--- src/rtl/core/lcdseq_pkg.sv ---
package lcdseq_pkg;

    localparam int PC_W = 5;

    // operations
    localparam logic [2:0] OP_INIT   = 3'd0;
    localparam logic [2:0] OP_CMD    = 3'd1;
    localparam logic [2:0] OP_CHAR   = 3'd2;
    localparam logic [2:0] OP_CURSOR = 3'd3;
    localparam logic [2:0] OP_NUMBER = 3'd4;

    // configuration register indexes
    localparam logic [1:0] CFG_ENABLE_PULSE = 2'd0;
    localparam logic [1:0] CFG_POWER_WAIT   = 2'd1;
    localparam logic [1:0] CFG_EIGHT_BIT    = 2'd2;

    localparam logic [15:0] RST_POWER_WAIT = 16'd35000;
    localparam logic [15:0] WAIT_SHORT_US  = 16'd42;
    localparam logic [15:0] WAIT_CLEAR_US  = 16'd1600;

    localparam logic [7:0] LCD_FUNC_4BIT = 8'b0010_1000;
    localparam logic [7:0] LCD_DISP_ON   = 8'b0000_1111;
    localparam logic [7:0] LCD_CLEAR     = 8'b0000_0001;
    localparam logic [7:0] LCD_ENTRY     = 8'b0000_0110;
    localparam logic [7:0] LCD_FUNC_8BIT = 8'b0011_1000;
    localparam logic [7:0] LCD_MODE_NIB  = 8'b0000_0010;
    localparam logic [7:0] LCD_LINE1     = 8'h80;
    localparam logic [7:0] LCD_LINE2     = 8'hC0;
    localparam logic [3:0] ASCII_DIG_HI  = 4'h3;

    // floor(n / 10) = (n * DIV10_RECIP) >> DIV10_SHIFT, exact for 32-bit n
    localparam logic [31:0] DIV10_RECIP = 32'hCCCC_CCCD;
    localparam int          DIV10_SHIFT = 35;

    // byte sources
    localparam logic [1:0] SRC_CONST = 2'd0;
    localparam logic [1:0] SRC_BYTE  = 2'd1;
    localparam logic [1:0] SRC_DIGIT = 2'd2;

    // wait sources
    localparam logic [1:0] WT_ZERO  = 2'd0;
    localparam logic [1:0] WT_POWER = 2'd1;
    localparam logic [1:0] WT_SHORT = 2'd2;
    localparam logic [1:0] WT_CLEAR = 2'd3;

    // jump conditions
    localparam logic [2:0] C_NONE      = 3'd0;
    localparam logic [2:0] C_ALWAYS    = 3'd1;
    localparam logic [2:0] C_EIGHT     = 3'd2;
    localparam logic [2:0] C_CONV_MORE = 3'd3;
    localparam logic [2:0] C_DIG_MORE  = 3'd4;

    // digit unit actions
    localparam logic [1:0] ACT_NONE = 2'd0;
    localparam logic [1:0] ACT_MUL  = 2'd1;
    localparam logic [1:0] ACT_DIV  = 2'd2;
    localparam logic [1:0] ACT_POP  = 2'd3;

    // program entry points
    localparam logic [PC_W-1:0] A_INIT   = 5'd0;
    localparam logic [PC_W-1:0] A_INIT4  = 5'd1;
    localparam logic [PC_W-1:0] A_INIT8  = 5'd4;
    localparam logic [PC_W-1:0] A_DISPON = 5'd6;
    localparam logic [PC_W-1:0] A_CMD    = 5'd12;
    localparam logic [PC_W-1:0] A_CHAR   = 5'd14;
    localparam logic [PC_W-1:0] A_NUM    = 5'd16;
    localparam logic [PC_W-1:0] A_DIGHI  = 5'd18;
    localparam logic [PC_W-1:0] A_NULL   = 5'd20;

    typedef struct packed {
        logic            emit;
        logic            hi;
        logic [1:0]      src;
        logic [7:0]      konst;
        logic [1:0]      wt;
        logic            rs;
        logic            last;
        logic            endp;
        logic [2:0]      cond;
        logic [1:0]      act;
        logic [PC_W-1:0] target;
    } t_uword;

    typedef struct packed {
        logic load;
        logic mul;
        logic div;
        logic pop;
    } t_dig_ctl;

    typedef struct packed {
        logic       conv_more;
        logic       dig_more;
        logic [3:0] digit;
    } t_dig_sts;

    function automatic t_uword uw(input logic emit, input logic hi, input logic [1:0] src,
                                  input logic [7:0] konst, input logic [1:0] wt,
                                  input logic rs, input logic last, input logic endp,
                                  input logic [2:0] cond, input logic [1:0] act,
                                  input logic [PC_W-1:0] target);
        t_uword w;
        w.emit   = emit;
        w.hi     = hi;
        w.src    = src;
        w.konst  = konst;
        w.wt     = wt;
        w.rs     = rs;
        w.last   = last;
        w.endp   = endp;
        w.cond   = cond;
        w.act    = act;
        w.target = target;
        return w;
    endfunction

    function automatic t_uword ucode(input logic [PC_W-1:0] pc);
        t_uword w;
        case (pc)
            5'd0:  w = uw(1'b0, 1'b0, SRC_CONST, 8'h00, WT_ZERO, 1'b0, 1'b0, 1'b0,
                          C_EIGHT, ACT_NONE, A_INIT8);
            5'd1:  w = uw(1'b1, 1'b0, SRC_CONST, LCD_MODE_NIB, WT_POWER, 1'b0, 1'b0, 1'b0,
                          C_NONE, ACT_NONE, A_NULL);
            5'd2:  w = uw(1'b1, 1'b1, SRC_CONST, LCD_FUNC_4BIT, WT_ZERO, 1'b0, 1'b0, 1'b0,
                          C_NONE, ACT_NONE, A_NULL);
            5'd3:  w = uw(1'b1, 1'b0, SRC_CONST, LCD_FUNC_4BIT, WT_ZERO, 1'b0, 1'b0, 1'b0,
                          C_ALWAYS, ACT_NONE, A_DISPON);
            5'd4:  w = uw(1'b1, 1'b1, SRC_CONST, LCD_FUNC_8BIT, WT_POWER, 1'b0, 1'b0, 1'b0,
                          C_NONE, ACT_NONE, A_NULL);
            5'd5:  w = uw(1'b1, 1'b0, SRC_CONST, LCD_FUNC_8BIT, WT_ZERO, 1'b0, 1'b0, 1'b0,
                          C_NONE, ACT_NONE, A_NULL);
            5'd6:  w = uw(1'b1, 1'b1, SRC_CONST, LCD_DISP_ON, WT_SHORT, 1'b0, 1'b0, 1'b0,
                          C_NONE, ACT_NONE, A_NULL);
            5'd7:  w = uw(1'b1, 1'b0, SRC_CONST, LCD_DISP_ON, WT_ZERO, 1'b0, 1'b0, 1'b0,
                          C_NONE, ACT_NONE, A_NULL);
            5'd8:  w = uw(1'b1, 1'b1, SRC_CONST, LCD_CLEAR, WT_SHORT, 1'b0, 1'b0, 1'b0,
                          C_NONE, ACT_NONE, A_NULL);
            5'd9:  w = uw(1'b1, 1'b0, SRC_CONST, LCD_CLEAR, WT_ZERO, 1'b0, 1'b0, 1'b0,
                          C_NONE, ACT_NONE, A_NULL);
            5'd10: w = uw(1'b1, 1'b1, SRC_CONST, LCD_ENTRY, WT_CLEAR, 1'b0, 1'b0, 1'b0,
                          C_NONE, ACT_NONE, A_NULL);
            5'd11: w = uw(1'b1, 1'b0, SRC_CONST, LCD_ENTRY, WT_ZERO, 1'b0, 1'b1, 1'b1,
                          C_NONE, ACT_NONE, A_NULL);
            5'd12: w = uw(1'b1, 1'b1, SRC_BYTE, 8'h00, WT_ZERO, 1'b0, 1'b0, 1'b0,
                          C_NONE, ACT_NONE, A_NULL);
            5'd13: w = uw(1'b1, 1'b0, SRC_BYTE, 8'h00, WT_ZERO, 1'b0, 1'b1, 1'b1,
                          C_NONE, ACT_NONE, A_NULL);
            5'd14: w = uw(1'b1, 1'b1, SRC_BYTE, 8'h00, WT_ZERO, 1'b1, 1'b0, 1'b0,
                          C_NONE, ACT_NONE, A_NULL);
            5'd15: w = uw(1'b1, 1'b0, SRC_BYTE, 8'h00, WT_ZERO, 1'b1, 1'b1, 1'b1,
                          C_NONE, ACT_NONE, A_NULL);
            5'd16: w = uw(1'b0, 1'b0, SRC_CONST, 8'h00, WT_ZERO, 1'b0, 1'b0, 1'b0,
                          C_NONE, ACT_MUL, A_NULL);
            5'd17: w = uw(1'b0, 1'b0, SRC_CONST, 8'h00, WT_ZERO, 1'b0, 1'b0, 1'b0,
                          C_CONV_MORE, ACT_DIV, A_NUM);
            5'd18: w = uw(1'b1, 1'b1, SRC_DIGIT, 8'h00, WT_ZERO, 1'b1, 1'b0, 1'b0,
                          C_NONE, ACT_NONE, A_NULL);
            5'd19: w = uw(1'b1, 1'b0, SRC_DIGIT, 8'h00, WT_ZERO, 1'b1, 1'b1, 1'b1,
                          C_DIG_MORE, ACT_POP, A_DIGHI);
            default: w = uw(1'b0, 1'b0, SRC_CONST, 8'h00, WT_ZERO, 1'b0, 1'b0, 1'b1,
                            C_NONE, ACT_NONE, A_NULL);
        endcase
        return w;
    endfunction

endpackage

--- src/rtl/core/lcdseq_digits.sv ---
module lcdseq_digits import lcdseq_pkg::*; #(
    parameter int MAX_DIGITS = 10
) (
    input  logic        i_clk,
    input  logic        i_rst_n,
    input  logic [31:0] i_number_value,
    input  t_dig_ctl    i_ctl,
    output t_dig_sts    o_sts
);

    localparam int CW = $clog2(MAX_DIGITS + 1);

    logic [31:0]   r_num;
    logic [31:0]   r_quot;
    logic [CW-1:0] r_count;
    logic [3:0]    r_stack [MAX_DIGITS];

    logic [63:0] w_prod;
    logic [31:0] w_q10;
    logic [3:0]  w_rem;

    assign w_prod = {32'd0, r_num} * {32'd0, DIV10_RECIP};
    assign w_q10  = (r_quot << 3) + (r_quot << 1);
    assign w_rem  = 4'(r_num - w_q10);

    always_ff @(posedge i_clk) begin
        if (i_ctl.load) begin
            r_num <= i_number_value;
        end else if (i_ctl.mul) begin
            r_quot <= 32'(w_prod[63:DIV10_SHIFT]);
        end else if (i_ctl.div) begin
            r_num <= r_quot;
        end
    end

    // digit stack, top at entry 0
    always_ff @(posedge i_clk) begin
        if (i_ctl.div) begin
            r_stack[0] <= w_rem;
            for (int i = 1; i < MAX_DIGITS; i++) begin
                r_stack[i] <= r_stack[i-1];
            end
        end else if (i_ctl.pop) begin
            for (int i = 0; i < MAX_DIGITS - 1; i++) begin
                r_stack[i] <= r_stack[i+1];
            end
        end
    end

    always_ff @(posedge i_clk) begin
        if (!i_rst_n) begin
            r_count <= '0;
        end else if (i_ctl.load) begin
            r_count <= '0;
        end else if (i_ctl.div) begin
            r_count <= r_count + CW'(1);
        end else if (i_ctl.pop) begin
            r_count <= r_count - CW'(1);
        end
    end

    assign o_sts.conv_more = (r_quot != 32'd0) &&
                             ((CW+1)'(r_count) + (CW+1)'(1) < (CW+1)'(MAX_DIGITS));
    assign o_sts.dig_more  = r_count > CW'(1);
    assign o_sts.digit     = r_stack[0];

endmodule

--- src/rtl/core/char_lcd_nibble_sequencer.sv ---
// Character LCD nibble sequencer. Pulse start while busy is low to hand over one request;
// strobes then follow on o_strobe, one per cycle where the program emits, each valid for
// exactly one cycle, and the receiver cannot stall them, so it must take every strobe as
// it comes. o_last marks the final strobe; busy falls with it and a new request may start
// in the same cycle. Timing is set by a microcode program with one step per cycle: init
// runs its 8-bit or 4-bit sequence, command, character and cursor move send one byte, a
// cursor move out of range or an unknown operation ends with no strobe, and a number
// takes a multiply and a divide-by-ten step per digit via one 32x32 multiplier and two
// strobes. Configuration writes are always ready and must be issued while busy is low.
module char_lcd_nibble_sequencer import lcdseq_pkg::*; #(
    parameter int LINE_COLUMNS = 16,
    parameter int MAX_DIGITS   = 10
) (
    input  logic        i_clk,
    input  logic        i_rst_n,
    input  logic        i_start,
    output logic        o_busy,
    input  logic [2:0]  i_operation,
    input  logic [7:0]  i_byte_value,
    input  logic [1:0]  i_line,
    input  logic [7:0]  i_column,
    input  logic [31:0] i_number_value,
    input  logic        i_cfg_valid,
    output logic        o_cfg_ready,
    input  logic [1:0]  i_cfg_index,
    input  logic [15:0] i_cfg_data,
    output logic        o_strobe,
    output logic        o_reg_select,
    output logic [3:0]  o_nibble,
    output logic [15:0] o_wait_before_us,
    output logic        o_last
);

    logic            r_busy;
    logic [PC_W-1:0] r_pc;
    logic [PC_W-1:0] n_pc;
    logic [7:0]      r_byte;
    logic [7:0]      n_byte;
    logic [15:0]     r_power_wait;
    logic            r_eight_bit;
    logic            r_strobe;
    logic            r_rs;
    logic [3:0]      r_nibble;
    logic [15:0]     r_wait;
    logic            r_last;

    logic     w_accept;
    logic     w_cfg_we;
    logic     w_in_range;
    t_uword   w_uw;
    logic     w_jump;
    logic [7:0]  w_src;
    logic [15:0] w_wait;
    t_dig_ctl w_dctl;
    t_dig_sts w_dsts;

    assign w_accept    = i_start && !r_busy;
    assign o_cfg_ready = 1'b1;
    assign w_cfg_we    = i_cfg_valid;

    // enable pulse width belongs to the strobe driver; no field here depends on it
    always_ff @(posedge i_clk) begin
        if (!i_rst_n) begin
            r_power_wait <= RST_POWER_WAIT;
            r_eight_bit  <= 1'b0;
        end else if (w_cfg_we) begin
            case (i_cfg_index)
                CFG_ENABLE_PULSE: ;
                CFG_POWER_WAIT:   r_power_wait <= i_cfg_data;
                CFG_EIGHT_BIT:    r_eight_bit  <= i_cfg_data[0];
                default: ;
            endcase
        end
    end

    assign w_in_range = i_column < 8'(LINE_COLUMNS);

    always_comb begin
        n_pc   = A_NULL;
        n_byte = i_byte_value;
        case (i_operation)
            OP_INIT:   n_pc = A_INIT;
            OP_CMD:    n_pc = A_CMD;
            OP_CHAR:   n_pc = A_CHAR;
            OP_CURSOR: begin
                if (w_in_range && i_line == 2'd1) begin
                    n_pc   = A_CMD;
                    n_byte = LCD_LINE1 + i_column;
                end else if (w_in_range && i_line == 2'd2) begin
                    n_pc   = A_CMD;
                    n_byte = LCD_LINE2 + i_column;
                end
            end
            OP_NUMBER: n_pc = A_NUM;
            default:   n_pc = A_NULL;
        endcase
    end

    assign w_uw = ucode(r_pc);

    always_comb begin
        case (w_uw.cond)
            C_NONE:      w_jump = 1'b0;
            C_ALWAYS:    w_jump = 1'b1;
            C_EIGHT:     w_jump = r_eight_bit;
            C_CONV_MORE: w_jump = w_dsts.conv_more;
            C_DIG_MORE:  w_jump = w_dsts.dig_more;
            default:     w_jump = 1'b0;
        endcase
    end

    always_comb begin
        case (w_uw.src)
            SRC_CONST: w_src = w_uw.konst;
            SRC_BYTE:  w_src = r_byte;
            SRC_DIGIT: w_src = {ASCII_DIG_HI, w_dsts.digit};
            default:   w_src = w_uw.konst;
        endcase
    end

    always_comb begin
        case (w_uw.wt)
            WT_ZERO:  w_wait = 16'd0;
            WT_POWER: w_wait = r_power_wait;
            WT_SHORT: w_wait = WAIT_SHORT_US;
            WT_CLEAR: w_wait = WAIT_CLEAR_US;
            default:  w_wait = 16'd0;
        endcase
    end

    assign w_dctl.load = w_accept;
    assign w_dctl.mul  = r_busy && (w_uw.act == ACT_MUL);
    assign w_dctl.div  = r_busy && (w_uw.act == ACT_DIV);
    assign w_dctl.pop  = r_busy && (w_uw.act == ACT_POP);

    lcdseq_digits #(
        .MAX_DIGITS(MAX_DIGITS)
    ) u_digits (
        .i_clk         (i_clk),
        .i_rst_n       (i_rst_n),
        .i_number_value(i_number_value),
        .i_ctl         (w_dctl),
        .o_sts         (w_dsts)
    );

    always_ff @(posedge i_clk) begin
        if (!i_rst_n) begin
            r_busy   <= 1'b0;
            r_pc     <= A_NULL;
            r_strobe <= 1'b0;
        end else begin
            r_strobe <= r_busy && w_uw.emit;
            if (w_accept) begin
                r_busy <= 1'b1;
                r_pc   <= n_pc;
            end else if (r_busy) begin
                if (w_jump) begin
                    r_pc <= w_uw.target;
                end else if (w_uw.endp) begin
                    r_busy <= 1'b0;
                end else begin
                    r_pc <= r_pc + PC_W'(1);
                end
            end
        end
    end

    always_ff @(posedge i_clk) begin
        if (w_accept) begin
            r_byte <= n_byte;
        end
        r_rs     <= w_uw.rs;
        r_nibble <= w_uw.hi ? w_src[7:4] : w_src[3:0];
        r_wait   <= w_wait;
        r_last   <= w_uw.last && !w_jump;
    end

    assign o_busy           = r_busy;
    assign o_strobe         = r_strobe;
    assign o_reg_select     = r_rs;
    assign o_nibble         = r_nibble;
    assign o_wait_before_us = r_wait;
    assign o_last           = r_last;

    a_last_ends: assert property (@(posedge i_clk) disable iff (!i_rst_n)
        o_strobe && o_last |-> !o_busy)
        else $error("final strobe while still busy");

    a_mid_busy: assert property (@(posedge i_clk) disable iff (!i_rst_n)
        o_strobe && !o_last |-> o_busy)
        else $error("non-final strobe after request ended");

    a_accept_busy: assert property (@(posedge i_clk) disable iff (!i_rst_n)
        w_accept |=> r_busy)
        else $error("accepted request did not start");

    a_pc_range: assert property (@(posedge i_clk) disable iff (!i_rst_n)
        r_busy |-> r_pc <= A_NULL)
        else $error("program counter out of range");

endmodule
--- config.mk ---
export PLATFORM = sky130hd
export DESIGN_NAME = char_lcd_nibble_sequencer
export DESIGN_NICKNAME = d
export VERILOG_FILES = /design/src/rtl/core/lcdseq_pkg.sv /design/src/rtl/core/lcdseq_digits.sv /design/src/rtl/core/char_lcd_nibble_sequencer.sv
export SDC_FILE = /design/constraint.sdc
export NUM_CORES = 1
export LEC_CHECK = 0
export BUFFER_PORTS_ARGS = -buffer_cell sky130_fd_sc_hd__buf_2
export CORE_UTILIZATION = 65
export DETAILED_ROUTE_END_ITERATION = 10
export PLACE_DENSITY = 0.89
export SETUP_SLACK_MARGIN = 0.5
export SLEW_MARGIN = 20
export SYNTH_ARGS = -nofsm -noshare
export SYNTH_HDL_FRONTEND = slang
export SYNTH_SLANG_ARGS = --single-unit
--- constraint.sdc ---
create_clock -name i_clk -period 8.05 [get_ports i_clk]
set_clock_uncertainty 0.1 [all_clocks]
set_input_delay 2.0125 -clock i_clk [delete_from_list [all_inputs] [get_ports i_clk]]
set_output_delay 2.0125 -clock i_clk [all_outputs]
set_load 0.02 [all_outputs]
======== Word level (Yosys, flattened, before mapping) ========
Memory sizes are Yosys's and may differ from the RTL's. A register that Yosys moved wholly into a read port is not among the register bits.
Index checks and enable logic that the tools add are counted.
word-level totals
  bits of input ports ..................... 75
  memory bits (writable) .................. 40
  memory bits (read-only) ................. 736
  flip-flop bits (word level) ............. 119
  word-level logic and storage cells ...... 122
  output and inout port bits .............. 25
  memories kept ........................... 2
operators by class
  $lt $le $gt $ge ......................... 3
  add/subtract/negate cells ............... 8
  bitwise logic cells ..................... 11
  multiply operators ...................... 1
  reductions and logical operators ........ 23
  muxes and demuxes ....................... 39
  equality and inequality tests ........... 22
memories
  name              words  width  read ports  clocked after Yosys merged registers in  write ports  RTL line             source
  (no name shown)   32     23     1           1                                        0            lcdseq_pkg.sv:119    case (pc)
  u_digits.r_stack  10     4      10          0                                        10           lcdseq_digits.sv:16  logic [3:0] r_stack [MAX_DIGITS];
operator list
  operator                number
  $mux 32                 3
  $mul 32x32->64 const B  1
  $pmux 16 s4             1
  $mux 4                  12
  $mux 5                  8
  $reduce_bool 32->1      1
  $pmux 5 s5              1
  $mux 8                  3
  $add 8x8->8 const A     2
  $pmux 8 s2              1
  $eq 2x2->1 const B      7
  $eq 3x2->1 const B      4
  $eq 2x1->1 const B      5
  $reduce_and 2->1        5
  $logic_and 1x1->1       9
  $mux 1                  9
  $or 1x1->1              9
  $lt 8x5->1 const B      1
  $eq 3x1->1 const B      2
  $eq 3x3->1 const B      2
  $reduce_bool 2->1       3
  $add 4x1->5 const B     1
  $add 5x1->5 const B     1
  $lt 5x4->1 const B      1
  13 further kinds        15

======== Depth between registers and ports, before layout ========
Gate-level depths: netlist of run 1.
  word-level depth ........................ 9
  depth in mapped cells ................... 26
  gate-level depth less buffers ........... 26

======== Modules after synthesis ========
From an unflattened synthesis of run 1, not the netlist that was laid out.
second synthesis, totals
  cell total of the unflattened synthesis .. 2398
  area total of the unflattened synthesis .. 24576.1 µm²
modules (own cells, without submodules)
  module                     times used  cells an instance  sequential area each (µm²)  area an instance (µm²)
  lcdseq_digits              1           2045               3113.0                      21210.3
  char_lcd_nibble_sequencer  1           353                1621.6                      3365.7

======== Least setup slack after synthesis of run 1 ========
OpenSTA, ideal clock, no wires.
  kind .................................... register -> register
  start ................................... reg u_digits.r_num[18]
  end ..................................... reg u_digits.r_quot[20], data pin
  data required time ...................... 7690 ps
  data arrival time ....................... 6615 ps
  setup time .............................. 260 ps
  clock period less this slack ............ 6974 ps
  slack ................................... 1076 ps
  buffers on the path ..................... 0
  cell stages (with the launch flop) ...... 26
  cell sequence ........................... edfxtp_1 ha_1 inv_1 fa_1 inv_1 fa_1 inv_1 fa_1 inv_1 fa_1 fa_1 fa_1 inv_1 fa_1 inv_1 ha_1 and3_1 and3_1 nand2_1 nor3_1 a211oi_2 o211ai_1 and3_1 or2_1 a21oi_2 xnor2_1
between the ends
  word-level cells in the longest chain between the ends .. 1
ends and longest elaborated chain
  element                        RTL line             source
  from (decl)                    lcdseq_digits.sv:13  logic [31:0] r_num;
  from (signal assigned)         lcdseq_digits.sv:28  r_num <= i_number_value;
  from (signal assigned)         lcdseq_digits.sv:32  r_num <= r_quot;
  $mul 32x32->64                 lcdseq_digits.sv:22  assign w_prod = {32'd0, r_num} * {32'd0, DIV10_RECIP};
  named net u_digits.w_prod[55]  lcdseq_digits.sv:18  logic [63:0] w_prod;
  to (signal assigned)           lcdseq_digits.sv:30  r_quot <= 32'(w_prod[63:DIV10_SHIFT]);
  to (decl)                      lcdseq_digits.sv:14  logic [31:0] r_quot;
The timed path passes the listed nets, and every way through them passes these cells.
A chain may end at the register's enable or synchronous reset.

======== Final worst setup path of run 1 ========
  start ................................... reg u_digits.r_num[16]
  end ..................................... reg u_digits.r_quot[28], data pin
The elaborated chain is that of the path after synthesis.

==> flow_summary.toml, run 1 <==
[drt]
wl_um = 67800
viasPerCell = 5.840
wl_per_cell_um = 23.42
drt-pass1-iter-count = 7
vias = 16910
route.detailed.drc = 0
ant_nets = 0
drt_iter0_markers = 1251

[setup_path]
crit_family = "adder cells"
cp_max_fo = 5
worstSetupPathType = "reg -> reg"
arrival_ns = 7.54
worstSetupEndpointType = "flip-flop"
crit_path_top_delay_cell = "fa_1"
start_kind = "flip-flop"
r2r-end = "u_digits.r_quot[28]"
rr_startpoint = "u_digits.r_num[16]"
crit_chain = "buf_4 > ha_4 > buf_4 > ha_1 > fa_1 > inv_1 > fa_1 > inv_1 > fa_1 > fa_1 > fa_1 > fa_1 > ha_1 > a21oi_2 > o21ai_0 > a311oi_1 > o211ai_1 > a211oi_2 > buf_6 > o2111ai_1 > nand4_1 > nand3_1 > a21oi_2 > xnor2_1"
max_stage_delay_ns = 0.56
rrSetupSlack_ns = 0.62
cp.buffers_inverters = 5
r2r_cells = 24
cpMostUsedCell = "fa_1"
required_ns = 8.17

[clock_tree]
cts_tree = "yes"
clock_latency_ns = 0.46
htreeDepth = 4
cts_root_buffer = "clkbuf_16"
cts.sinks = 182
clk_path_buf_depth = 2
numCtsBuffers = 17
clk_pin_slew_ns = 0.10

[finish]
layout.nets = 3250
area_delta_synth_final_pct = 10.81
nFillCells = 2416
antenna_cells = 0
drive_above_1_share_pct = 13.11

[synthesis]
seq_area_frac_synth_pct = 19.93
synthTopCellsByCount = "inv_1 (552), fa_1 (387), ha_1 (367)"
synth.top_cell.area_share_pct = 32.60
yosysWarnings = 0
synthArstFlopShare_pct = 0
netlist_instances = 2246
yosysMostFrequentCell = "inv_1"
ys_seq_elements = 182
syn_avg_cell_area_um2 = 10.58
synth_cell_types = 66
synthFlopType = "edfxtp_1"
synth_area_leader_cell = "fa_1"
mappedNetlistArea_um2 = 23760
syn-num-nets = 3075
synth_edf_count = 109
synth_area_leaders = "fa_1 (33%), ha_1 (19%), edfxtp_1 (14%)"

[sta]
fmax_mhz = 134.7
worstMarginPinSlew_ns = 1.101
setup_tns_ns = 0
slew_viol_final = 0
rsz0062_at_grt = "true"
fin_crit_sh_pct = 92.24
hold_violations = 0
fin_crit_ns = 7.425
setup_viol = 0
slew_headroom_pct = 26.63

[die]
die-area_um2 = 37320
fp.dieH_um = 193.2
core_area_um2 = 35740
num_io_pins = 100
rows = 69
start_util_pct = 66.48
die_w_um = 193.2

[placed_design]
port_buffers = 98
routabilityCongestion = 1.046
hpwl_um = 56140

[global_route]
antenna_found_initial = 1
grt_pass1_wl_um = 102700
first_global_vias = 18130
grt_max_degree = 44
grt_remaining_overflow = 0
grt_use_total_pct = 37.85

[min_path]
holdPathStages = 0
hp-class = "reg -> reg"
hold_end = "o_reg_select"
min-delay-start = "w_uw[12]"

[run_status]
status = "complete, no violations"

[job]
maxCapViolCount = 0
==> stage by stage <==
| stage | cell area [um2] | hold WS, ns | std cells | setup slack (ns) | utilization, % |
|---|---|---|---|---|---|
| finish | 26330 | 0.2464 | 2895 | 0.6247 | 73.66 |
| global route | 26330 | 0.2535 | 2895 | 0.4427 | 73.66 |
| CTS | 25750 | 0.2464 | 2859 | 0.5022 | 72.04 |
| detailed placement | 24980 | 0.2278 | 2809 | 0.3223 | 69.89 |
| global placement | 24980 | 0.2154 | 2809 | 0.5313 | 69.89 |
| floorplan | 23760 | 0.2096 | 2246 | 1.076 | - |
==> per-layer routing <==
| layer | vias to the layer above | track usage, % | part of all wire [%] |
|---|---|---|---|
| li1 | 7478 | - | - |
| met1 | 8510 | 48.77 | 39 |
| met2 | 742 | 63.82 | 49 |
| met3 | 178 | 5.357 | 6.4 |
| met4 | 0 | 16.74 | 5.2 |
| met5 | - | 0 | 0 |
==> cell families (layout without fill, tap and decap cells) <==
group	after synthesis	in the layout	share of synthesized area [%]
adders and majority gates	754	754	51.93
buffers and inverters	588	776	9.341
and+or+nand+nor	347	347	6.756
AOI/OAI and AO/OA	241	241	6.651
DFF	182	182	19.93
xor gates and xnor gates	82	82	3.022
muxes	51	51	2.359
other	1	1	0.01578
==> area by class of cell <==
type | count | area (um2) | share of cell area [%]
multi-input combinational | 1476 | 17180 | 65.25
sequential | 182 | 4735 | 17.98
inverter | 556 | 2087 | 7.927
timing repair buffer | 188 | 1170 | 4.443
tap | 461 | 576.8 | 2.191
clock buffer | 19 | 452.9 | 1.720
clock inverter | 13 | 128.9 | 0.4895
==> registers in the layout, summed over array words and instances (netlist names) <==
register          count
u_digits.r_count      4
o_reg_select          1
o_wait_before_us     16
r_eight_bit           1
u_digits.r_stack     40
r_power_wait         16
u_digits.r_quot      29
o_last                1
o_busy                1
r_byte                8
o_strobe              1
w_uw                 23
u_digits.r_num       32
r_pc                  5
o_nibble              4
==> placed cells by master, fill, tap and decap left out, types with 5 or more instances in the layout <==
master / n
nand4_1: 10
buf_2: 98
o211ai_1: 7
dfxtp_1: 73
inv_1: 552
and2_1: 26
nand3b_1: 6
nor3_1: 8
a21oi_2: 9
a21oi_1: 72
clkbuf_16: 17
nor4_1: 7
nor2_1: 54
xor2_1: 42
mux2i_1: 11
ha_2: 9
a221oi_1: 5
inv_6: 5
mux2_2: 39
ha_1: 339
nand2b_1: 9
nand2_1: 169
nand3_1: 14
o21a_1: 13
a211oi_1: 6
fa_1: 387
a31oi_1: 6
a21o_1: 46
edfxtp_1: 109
ha_4: 19
o21ai_0: 36
o31ai_1: 6
xnor2_1: 37
and3_1: 12
nor2b_1: 13
buf_4: 89
==> worst register-to-register path: cells and delay by family, from the launching register on <==
kind	cells	cell delay, ns
fa+ha+maj	9	3.82
xor+xnor	1	0.08
flops	1	0.49
simple gates	2	0.37
buf+inv	5	0.70
compound gates	7	1.63
==> worst max-delay path by stage <==
stage / start / to / slack (ns) / cells past startpoint
floorplan: u_digits.r_num[18] / u_digits.r_quot[20] / 1.08 / 25
global placement: u_digits.r_num[6] / u_digits.r_quot[20] / 0.53 / 24
detailed placement: u_digits.r_num[6] / u_digits.r_quot[20] / 0.32 / 24
CTS: u_digits.r_num[1] / u_digits.r_quot[9] / 0.50 / 23
global route: u_digits.r_num[16] / u_digits.r_quot[26] / 0.44 / 27
finish: u_digits.r_num[16] / u_digits.r_quot[28] / 0.62 / 24
==> timing repair <==
| action | CTS | global route |
|---|---|---|
| endpoints found under the setup margin | 10 | 21 |
| hold buffers | 0 | 0 |
| setup buffers | 18 | 36 |
| gates resized for setup | 12 | 49 |
| pin swaps | 0 | 10 |
Power of run 1 is not shown: default switching activity piles up to over one toggle a cycle in this logic, so the estimate is an artifact.
==> run 2: changes to the inputs <==
Settings changed: CORE_UTILIZATION 65 to 55, PLACE_DENSITY 0.89 to 0.78.
==> flow_summary.toml, run 2 (synthesis results as in run 1) <==
[run_status]
status = "complete, no violations"

[setup_path]
worstSetupPathType = "reg -> reg"
arrival_ns = 7.48
cp.buffers_inverters = 5
max_stage_delay_ns = 0.56
required_ns = 8.16
crit_family = "adder cells"
crit_chain = "ha_2 > inv_1 > fa_1 > inv_1 > fa_1 > inv_1 > fa_1 > inv_1 > fa_1 > fa_1 > fa_1 > fa_1 > ha_1 > a21oi_1 > nor2_1 > o31ai_1 > a21oi_1 > a211oi_2 > buf_6 > o21a_1 > o21ai_1 > a21o_1 > a21oi_1 > xnor2_1"
rrSetupSlack_ns = 0.68
worstSetupEndpointType = "flip-flop"
start_kind = "flip-flop"
cp_max_fo = 5
rr_startpoint = "u_digits.r_num[15]"
crit_path_start = "u_digits.r_num[15]"
cpMostUsedCell = "fa_1"
crit_path_top_delay_cell = "fa_1"

[drt]
vias = 16400
wl_per_cell_um = 21.74
wl_um = 65340
drt-pass1-iter-count = 6
drt_iter0_markers = 1120
route.detailed.drc = 0
ant_nets = 0
viasPerCell = 5.457

[global_route]
antenna_found_initial = 2
grt_util_met1_pct = 39.84
grt_remaining_overflow = 0
met2_usage_pct = 51.15
grt_use_total_pct = 30.90
busiest_layer = "met2"
first_global_vias = 17850
grt_pass1_wl_um = 100800
grt_max_degree = 41
gr-usage-met3_pct = 5.432

[placed_design]
routabilityCongestion = 0.9866
hpwl_um = 55790
port_buffers = 98
dp.cells = 2920
placed_area_um2 = 25090

[clock_tree]
cts_root_buffer = "clkbuf_16"
htreeDepth = 4
clock_latency_ns = 0.47
numCtsBuffers = 17
clk_path_buf_depth = 2
cts_tree = "yes"
cts.sinks = 182
clk_pin_slew_ns = 0.08

[finish]
largest_reg_flops = 40
antenna_cells = 0
top_register = "u_digits.r_stack"
layout.nets = 3244
drive_above_1_share_pct = 12.97
nFillCells = 3358
area_delta_synth_final_pct = 11.49
reg_top3 = "u_digits.r_stack x40, u_digits.r_num x32, u_digits.r_quot x29"
final_cell_mix = "inv_1 (552), fa_1 (385), ha_1 (338), nand2_1 (169), edfxtp_1 (109)"
fin_area_um2 = 26490
layout_commonest_cell = "inv_1"
stdcell_count = 3005

[min_path]
hp-class = "reg -> reg"
min-delay-start = "w_uw[12]"

[die]
die-area_um2 = 44040
rows = 75
start_util_pct = 56.14
fp.dieH_um = 209.9
core_area_um2 = 42320
die_w_um = 209.9
num_io_pins = 100

[sta]
fmax_mhz = 135.7
fin_crit_ns = 7.369
slew_headroom_pct = 28.49
fin_crit_sh_pct = 91.53
slew_viol_final = 0
rsz0062_at_grt = "false"
setup_tns_ns = 0
hold_violations = 0
worstMarginPinSlew_ns = 1.073
setup_viol = 0

[job]
maxCapViolCount = 0
[run 2: cell types whose count changed in the layout (fill, tap and decap cells not counted), moves of 3 or more]
cell	change
buf_4	-6
a21oi_1	+4
a21oi_2	-4
inv_6	-4
clkinv_4	+3
[run 2: area by class of cell]
type                            instances  area [um2]  area share, %
Inverter                              556        2087          7.878
Tap cell                              577       721.9          2.725
Clock inverter                         14       170.2         0.6423
Clock buffer                           18       450.4          1.700
Timing Repair Buffer                  182        1125          4.246
Multi-Input combinational cell       1476       17200          64.94
Sequential cell                       182        4735          17.87
[run 2: layer usage]
| layer | up-vias | routed length (um) |
|---|---|---|
| met4 | 4 | 3267 |
| li1 | 7465 | - |
| met2 | 560 | 31040 |
| met1 | 8227 | 26710 |
| met3 | 142 | 4296 |
| met5 | - | 23 |
[run 2: through the flow]
stage / setup WS (ns) / hold slack [ns] / util (%)
2_1_floorplan: 1.076 / 0.2096 / -
6_report: 0.6815 / 0.2451 / 62.60
4_1_cts: 0.5016 / 0.2422 / 61.01
3_5_place_dp: 0.3379 / 0.2171 / 59.28
3_3_place_gp: 0.4452 / 0.2182 / 59.28
5_1_grt: 0.4881 / 0.2550 / 62.60
[run 2: what timing repair did]
action / in CTS / in global routing
pin swaps: 0 / 9
setup endpoints to repair: 8 / 18
gates cloned: 0 / 0
hold buffers: 0 / 0
buffers inserted: 7 / 46
gates resized for setup: 15 / 50
[run 2: worst paths after layout]
path	to	depth (start not counted)
setup / recovery	u_digits.r_quot[13]	24
setup reg to reg	u_digits.r_quot[13]	24
hold / removal	o_reg_select	0
hold reg to reg	o_reg_select	0
Power of run 2 is left out for the same reason.
